===== src/rtl/smpq_pkg.sv =====
// ----------------------------------------------------------------------------
// smpq_pkg: shared types and codes for the sorted max-priority queue
// Operation and status codes, fixed port widths and the cell control struct.
// ----------------------------------------------------------------------------
package smpq_pkg;

    localparam int KEY_IO_W = 32;
    localparam int STATUS_W = 2;
    localparam int OCC_W    = 7;

    localparam logic FUNC_INSERT = 1'b0;
    localparam logic FUNC_REMOVE = 1'b1;

    localparam logic [STATUS_W-1:0] STATUS_OK    = 2'd0;
    localparam logic [STATUS_W-1:0] STATUS_EMPTY = 2'd1;
    localparam logic [STATUS_W-1:0] STATUS_FULL  = 2'd2;

    // Per-cycle command broadcast to every cell of the row.
    typedef struct packed {
        logic insert;
        logic remove;
    } t_cell_ctrl;

endpackage


===== src/rtl/smpq_cell.sv =====
// ----------------------------------------------------------------------------
// smpq_cell: one slot of the sorted key row
// Holds one key; on insert keeps, takes the new key or takes the key of the
// neighbor above; on remove takes the key of the neighbor below.
// ----------------------------------------------------------------------------
module smpq_cell #(
    parameter int KEY_WIDTH = 32
) (
    input  logic                        i_clk,
    input  smpq_pkg::t_cell_ctrl        i_ctrl,
    input  logic signed [KEY_WIDTH-1:0] i_new_key,
    input  logic                        i_occupied,
    input  logic                        i_prev_ge,
    input  logic signed [KEY_WIDTH-1:0] i_prev_key,
    input  logic signed [KEY_WIDTH-1:0] i_next_key,
    output logic signed [KEY_WIDTH-1:0] o_key,
    output logic                        o_ge
);
    import smpq_pkg::*;

    logic signed [KEY_WIDTH-1:0] r_key;
    logic signed [KEY_WIDTH-1:0] n_key;

    // Occupied and not smaller than the incoming key: this slot stays put.
    assign o_ge = i_occupied && (r_key >= i_new_key);

    always_comb begin
        n_key = r_key;
        if (i_ctrl.insert) begin
            if (o_ge) begin
                n_key = r_key;
            end else if (i_prev_ge) begin
                n_key = i_new_key;
            end else begin
                n_key = i_prev_key;
            end
        end else if (i_ctrl.remove) begin
            n_key = i_next_key;
        end
    end

    always_ff @(posedge i_clk) begin
        r_key <= n_key;
    end

    assign o_key = r_key;

endmodule


===== config.mk =====
export PLATFORM = sky130hd
export DESIGN_NAME = smpq_cell
export DESIGN_NICKNAME = d
export VERILOG_FILES = /design/src/rtl/smpq_pkg.sv /design/src/rtl/smpq_cell.sv
export SDC_FILE = /design/constraint.sdc
export NUM_CORES = 1
export LEC_CHECK = 0
export BUFFER_PORTS_ARGS = -buffer_cell sky130_fd_sc_hd__clkbuf_2
export CAP_MARGIN = 20
export CORE_AREA = 2 2 88 90
export CTS_BUF_LIST = sky130_fd_sc_hd__clkbuf_8 sky130_fd_sc_hd__clkbuf_16
export DETAILED_ROUTE_END_ITERATION = 7
export DIE_AREA = 0 0 90 92
export PLACE_DENSITY = 0.73
export SLEW_MARGIN = 40
export SYNTH_ARGS = -nofsm -noshare
export SYNTH_HDL_FRONTEND = slang
export SYNTH_SLANG_ARGS = --single-unit

===== constraint.sdc =====
create_clock -name i_clk -period 11.18 [get_ports i_clk]
set_clock_uncertainty 0.05 [all_clocks]
set_input_delay 3.354 -clock i_clk [delete_from_list [all_inputs] [get_ports i_clk]]
set_output_delay 3.354 -clock i_clk [all_outputs]
set_load 0.05 [all_outputs]

==> results.sh, run 1 <==
export IMPL_status="finished, final reports clean"
export IMPL_top_layer="met4"
export IMPL_stdcell_area_um2=3330
export IMPL_min_period_ps=8730
export IMPL_syn_mean_instance_area_um2=9.64
export IMPL_die_area_um2=8280
export IMPL_total_power_mw=0.387
export IMPL_irDropWorstVdd_uv=60.3
export IMPL_placed_cell_area_um2=3240
export IMPL_p_per_area_nw_per_um2=116
export IMPL_ys_types=33
export IMPL_routedWlPerCell_um=12.5
export IMPL_initial_core_util=0.333
export IMPL_grt_pass1_wl_um=10200
export IMPL_grt_pass1_vias=2328
export IMPL_slew_violations=0
export IMPL_grt_max_degree=67
export IMPL_drive_gt1_frac=0.376
export IMPL_die_height_um=92
export IMPL_setup_viol=0
export IMPL_layout_nets=520
export IMPL_dp_hpwl_um=5030
export IMPL_min_delay_path_depth=3
export IMPL_wirelength_met1_um=2640
export IMPL_syn_area_um2=2480
export IMPL_grt_antenna_before_repair=0
export IMPL_io_pins=134
export IMPL_ant_nets=0
export IMPL_die_w_um=90
export IMPL_clock_path_buffers=2
export IMPL_grt_overflow=0
export IMPL_cp_required_ps=7780
export IMPL_tns_ps=0
export IMPL_synthCells=257
export IMPL_portBuffers=133
export IMPL_root_buffer="clkbuf_8"
export IMPL_fmax_mhz=115
export IMPL_rows=32
export IMPL_via_count=2312
export IMPL_crit_family="simple AND/OR/NAND/NOR gates"
export IMPL_hold_viol=0
export IMPL_fin_cells=490
export IMPL_path_cells="clkbuf_2, inv_1, ha_1, and4_4, a211oi_2, o21ai_1, o31ai_1, nor2_1, nor3b_1, clkbuf_2"
export IMPL_rsz0062_at_grt="false"
export IMPL_slowest_stage="clkbuf_2"
export IMPL_dr_pass1_iters=5
export IMPL_ys_flop_type="edfxtp_1"
export IMPL_cts_buffers=5
export IMPL_drt_wl_total_um=6110
export IMPL_core_um2=7450
export IMPL_met2_length_um=3010
export IMPL_synth_top_area_frac=0.388
export IMPL_async_reset_ff_frac=0
export IMPL_crit_buf_inv=3
export IMPL_register_area_um2=961
export IMPL_p_leak_nw=1.75
export IMPL_synth_fp_nets=390
export IMPL_min_period_over_period=0.781
export IMPL_reg2reg_depth=7
export IMPL_numClockSinks=32
export IMPL_clk_latency_ps=280
export IMPL_cts_tree="built"
export IMPL_min_path_type="flop to flop"
export IMPL_multi_input_area_um2=1360
export IMPL_critPathLaunchType="input port"
export IMPL_worstPathMaxFanout=3
export IMPL_worstSetupPathType="input port to primary output"
export IMPL_final_util=0.447
export IMPL_synth_seq_area_share=0.388
export IMPL_htree_levels=2
export IMPL_crit_top_cell="clkbuf_2"
export IMPL_synth_area_top_cells="edfxtp_1, ha_1, mux2i_1"
export IMPL_synth_top_area_cell="edfxtp_1"
export IMPL_synth_edff_count=32
export IMPL_yosysMostFrequentCell="a21oi_1"
export IMPL_critPathArrivalTime_ps=5330
export IMPL_drt_iter0_drc=47
export IMPL_slowest_delay_ps=330
export IMPL_cp_end_kind="primary output"
export IMPL_wl_met3_um=407
export IMPL_track_usage=0.150
export IMPL_diodes=0
export IMPL_synth_common_cells="a21oi_1, nor2_1"
export IMPL_maxCapViolCount=0
export IMPL_post_cts_repair_setup_buffers=0
export IMPL_viasPerCell=4.72
export IMPL_worst_path_stages=10
export IMPL_gp_congestion=0.760
export IMPL_largest_reg_flops=32
export IMPL_cts_hold_buffers=0
export IMPL_areaGrowthSynthToFinish_pct=34.3
export IMPL_slew_headroom=0.590
export IMPL_post_cts_resized=0
export IMPL_tightest_slew_ps=615
export IMPL_drc=0
export IMPL_synth_seq_cells=32
export IMPL_yosys_warnings=0
export IMPL_dp_cells=482
export IMPL_fillCellCount=767
export IMPL_clk_pin_slew_ps=70
final cells by class:
cell class | instances | share of cell area
multi-input combinational | 182 | 0.410
tap | 102 | 0.0383
clock inverter | 3 | 0.00338
sequential | 32 | 0.289
clock buffer | 5 | 0.0207
timing repair buffer | 134 | 0.203
inverter | 32 | 0.0361
cell usage in the layout (no fill, tap or decap), drive strengths merged:
| cell | n |
|---|---|
| clkbuf | 138 |
| a21oi | 44 |
| inv | 34 |
| nor2 | 33 |
| mux2i | 32 |
| ha | 32 |
| edfxtp | 32 |
| nand2 | 8 |
| nand4 | 4 |
| o21ai | 4 |
| and4 | 3 |
| a211oi | 3 |
| nor2b | 2 |
| nand3 | 2 |
| a21o | 2 |
| o31ai | 2 |
| nor3b | 2 |
| nor3 | 1 |
| and3 | 1 |
| nor4b | 1 |
| nand2b | 1 |
| o21a | 1 |
| o2bb2ai | 1 |
| o211ai | 1 |
| or2 | 1 |
| o32a | 1 |
| clkinv | 1 |
| buf | 1 |
power by group:
| part | internal (mW) | leakage [nW] | switching, mW |
|---|---|---|---|
| logic | 0.0506 | 1.38 | 0.0977 |
| clock network | 0.0415 | 0.0482 | 0.0405 |
| registers | 0.150 | 0.313 | 0.00733 |
| total | 0.242 | 1.75 | 0.145 |
metrics by stage:
| step | hold WS [ps] | worst slack (ps) |
|---|---|---|
| detailed placement | 1510 | 2430 |
| global placement | 1490 | 2430 |
| floorplan | 1860 | 2130 |
| finish | 1340 | 2450 |
| global route | 1420 | 2210 |
| CTS | 1530 | 2410 |
per-layer routing:
layer | vias up | global-route usage
met4 | 0 | 0.0346
met5 | - | 0
met1 | 1045 | 0.183
met3 | 6 | 0.0427
met2 | 77 | 0.264
li1 | 1184 | -
path summary, 6_finish.rpt:
kind	slack, ps	startpoint	to
worst min-delay path	1340	o_key[31]$_DFFE_PP_	o_key[5]$_DFFE_PP_
worst max register to register	8470	o_key[14]$_DFFE_PP_	o_key[17]$_DFFE_PP_
worst min register to register	1340	o_key[31]$_DFFE_PP_	o_key[5]$_DFFE_PP_
worst max-delay path	2450	i_new_key[14]	o_ge
kinds of logic after synthesis:
kind of cell	Yosys count	synth area share
flip-flops	32	0.388
buffers and inverters	43	0.0667
AND/OR/NAND/NOR	59	0.117
multiplexers	32	0.129
AO/OA/AOI/OAI	59	0.138
adder cells (fa/ha/maj)	32	0.162
worst min-delay path: stages, from the launching register on:
cell,delay (ps)
edfxtp_1,360
ha_1,170
nor2_1,70
o32a_4,540
Note: power is estimated with default switching activity, not from simulation.
==> inputs of run 2 (changes only) <==
clock period = 8.4 ns   (was 11.18 ns; I/O delays follow)
==> run 2 against run 1 <==
  * Count of clock-buffer cells in the layout unchanged
  * Register-to-register slack worse by 2800 ps
  * Combinational power up 33%
  * Sequential cell count stayed put
  * Via count did not move
  * Clock power up 33%
  * Hold slack better by 6.7 ps
  * Critical path type unchanged
  * Largest cell class unchanged
  * Largest power group unchanged
==> results.sh, run 2 (synthesized netlist as in run 1, its figures left out) <==
export IMPL_min_delay_path_depth=3
export IMPL_portBuffers=133
export IMPL_met2_length_um=3030
export IMPL_tns_ps=0
export IMPL_rsz0062_at_grt="false"
export IMPL_routedWlPerCell_um=12.6
export IMPL_gp_congestion=0.760
export IMPL_slowest_delay_ps=340
export IMPL_cts_hold_buffers=0
export IMPL_io_pins=134
export IMPL_drc=0
export IMPL_grt_antenna_before_repair=0
export IMPL_r2r_start="o_key[14]$_DFFE_PP_"
export IMPL_via_count=2312
export IMPL_track_usage=0.151
export IMPL_post_cts_repair_setup_buffers=0
export IMPL_wl_met3_um=364
export IMPL_dr_pass1_iters=4
export IMPL_layout_nets=520
export IMPL_worst_path_stages=10
export IMPL_maxCapViolCount=0
export IMPL_r2r_end="o_key[16]$_DFFE_PP_"
export IMPL_diodes=0
export IMPL_slew_headroom=0.585
export IMPL_areaGrowthSynthToFinish_pct=34.3
export IMPL_die_height_um=92
export IMPL_rows=32
export IMPL_cts_buffers=5
export IMPL_critPathArrivalTime_ps=4530
export IMPL_min_period_ps=7100
export IMPL_min_path_type="flop to flop"
export IMPL_cts_tree="built"
export IMPL_reg2reg_slack_ps=5680
export IMPL_min_period_over_period=0.845
export IMPL_layout_common_cells="clkbuf_2, a21oi_1, inv_1, nor2_1"
export IMPL_p_per_area_nw_per_um2=155
export IMPL_initial_core_util=0.333
export IMPL_clock_path_buffers=2
export IMPL_ant_nets=0
export IMPL_drt_iter0_drc=51
export IMPL_p_leak_nw=1.75
export IMPL_largest_reg_flops=32
export IMPL_hold_start="o_key[31]$_DFFE_PP_"
export IMPL_slowest_stage="clkbuf_2"
export IMPL_worstPathMaxFanout=3
export IMPL_post_cts_resized=0
export IMPL_crit_buf_inv=3
export IMPL_grt_pass1_wl_um=10200
export IMPL_crit_family="simple AND/OR/NAND/NOR gates"
export IMPL_path_cells="clkbuf_2, inv_1, ha_1, and4_4, a211oi_2, o21ai_1, o31ai_1, nor2_1, nor3b_1, clkbuf_2"
export IMPL_top_layer="met4"
export IMPL_min_to="o_key[5]$_DFFE_PP_"
export IMPL_irDropWorstVdd_uv=92.4
export IMPL_hold_viol=0
export IMPL_critPathLaunchType="input port"
export IMPL_tightest_slew_ps=622
export IMPL_reg2reg_depth=7
export IMPL_root_buffer="clkbuf_8"
export IMPL_cp_end_kind="primary output"
export IMPL_die_area_um2=8280
export IMPL_grt_pass1_vias=2289
export IMPL_mostFrequentLayoutCell="clkbuf_2"
export IMPL_clk_pin_slew_ps=70
export IMPL_numClockSinks=32
export IMPL_crit_top_cell="clkbuf_2"
export IMPL_fillCellCount=765
export IMPL_drive_gt1_frac=0.376
export IMPL_dp_hpwl_um=5000
export IMPL_slew_violations=0
export IMPL_htree_levels=2
export IMPL_drt_wl_total_um=6150
export IMPL_cp_required_ps=5830
export IMPL_setup_viol=0
export IMPL_fmax_mhz=141
export IMPL_grt_overflow=0
export IMPL_status="finished, final reports clean"
export IMPL_wirelength_met1_um=2730
export IMPL_setup_slack_ps=1300
export IMPL_pre_cts_slack_ps=1320
export IMPL_core_um2=7450
export IMPL_clk_latency_ps=280
export IMPL_viasPerCell=4.72
export IMPL_worstSetupPathType="input port to primary output"
export IMPL_die_w_um=90
export IMPL_grt_max_degree=67
[run 2: cell counts in the layout (fill, tap and decap cells not counted)]
No cell type changed its count.
[run 2: metrics by stage]
stage / area (um^2) / power (mW) / utilization / hold WS (ps) / instances
floorplan: 2480 / 0.347 / - / 1860 / 257
global placement: 3230 / 0.406 / 0.434 / 1490 / 482
detailed placement: 3240 / 0.412 / 0.435 / 1520 / 482
CTS: 3320 / 0.524 / 0.445 / 1530 / 490
global route: 3330 / 0.551 / 0.447 / 1440 / 490
finish: 3330 / 0.515 / 0.447 / 1350 / 490
[run 2: worst min-delay path: stages (launching register included)]
cell and delay [ps]:
edfxtp_1 370, ha_1 170, nor2_1 70, o32a_4 550
[run 2: how the worst max path moves through the flow]
| stage | from | endpoint | slack, ps |
|---|---|---|---|
| detailed placement | i_new_key[31] | o_ge | 1320 |
| floorplan | i_new_key[14] | o_ge | 1020 |
| CTS | i_new_key[31] | o_ge | 1300 |
| finish | i_new_key[14] | o_ge | 1300 |
| global route | i_new_key[31] | o_ge | 1170 |
| global placement | i_new_key[31] | o_ge | 1320 |
[run 2: final cells by class]
cell class / instances / area (um^2) / area share
multi-input combinational: 182 / 1360 / 0.410
sequential: 32 / 961 / 0.289
timing repair buffer: 134 / 676 / 0.203
tap: 102 / 128 / 0.0383
inverter: 32 / 120 / 0.0361
clock buffer: 5 / 68.8 / 0.0207
clock inverter: 3 / 11.3 / 0.00338
[run 2: per-layer routing]
metal  up-vias  track usage
li1       1183            -
met1      1049        0.184
met2        76        0.269
met3         4       0.0378
met4         0       0.0295
met5         -            0
[run 2: power breakdown]
| part | switching, mW | total [mW] | internal, mW |
|---|---|---|---|
| logic | 0.130 | 0.197 | 0.0673 |
| registers | 0.00986 | 0.209 | 0.199 |
| clock network | 0.0539 | 0.109 | 0.0552 |
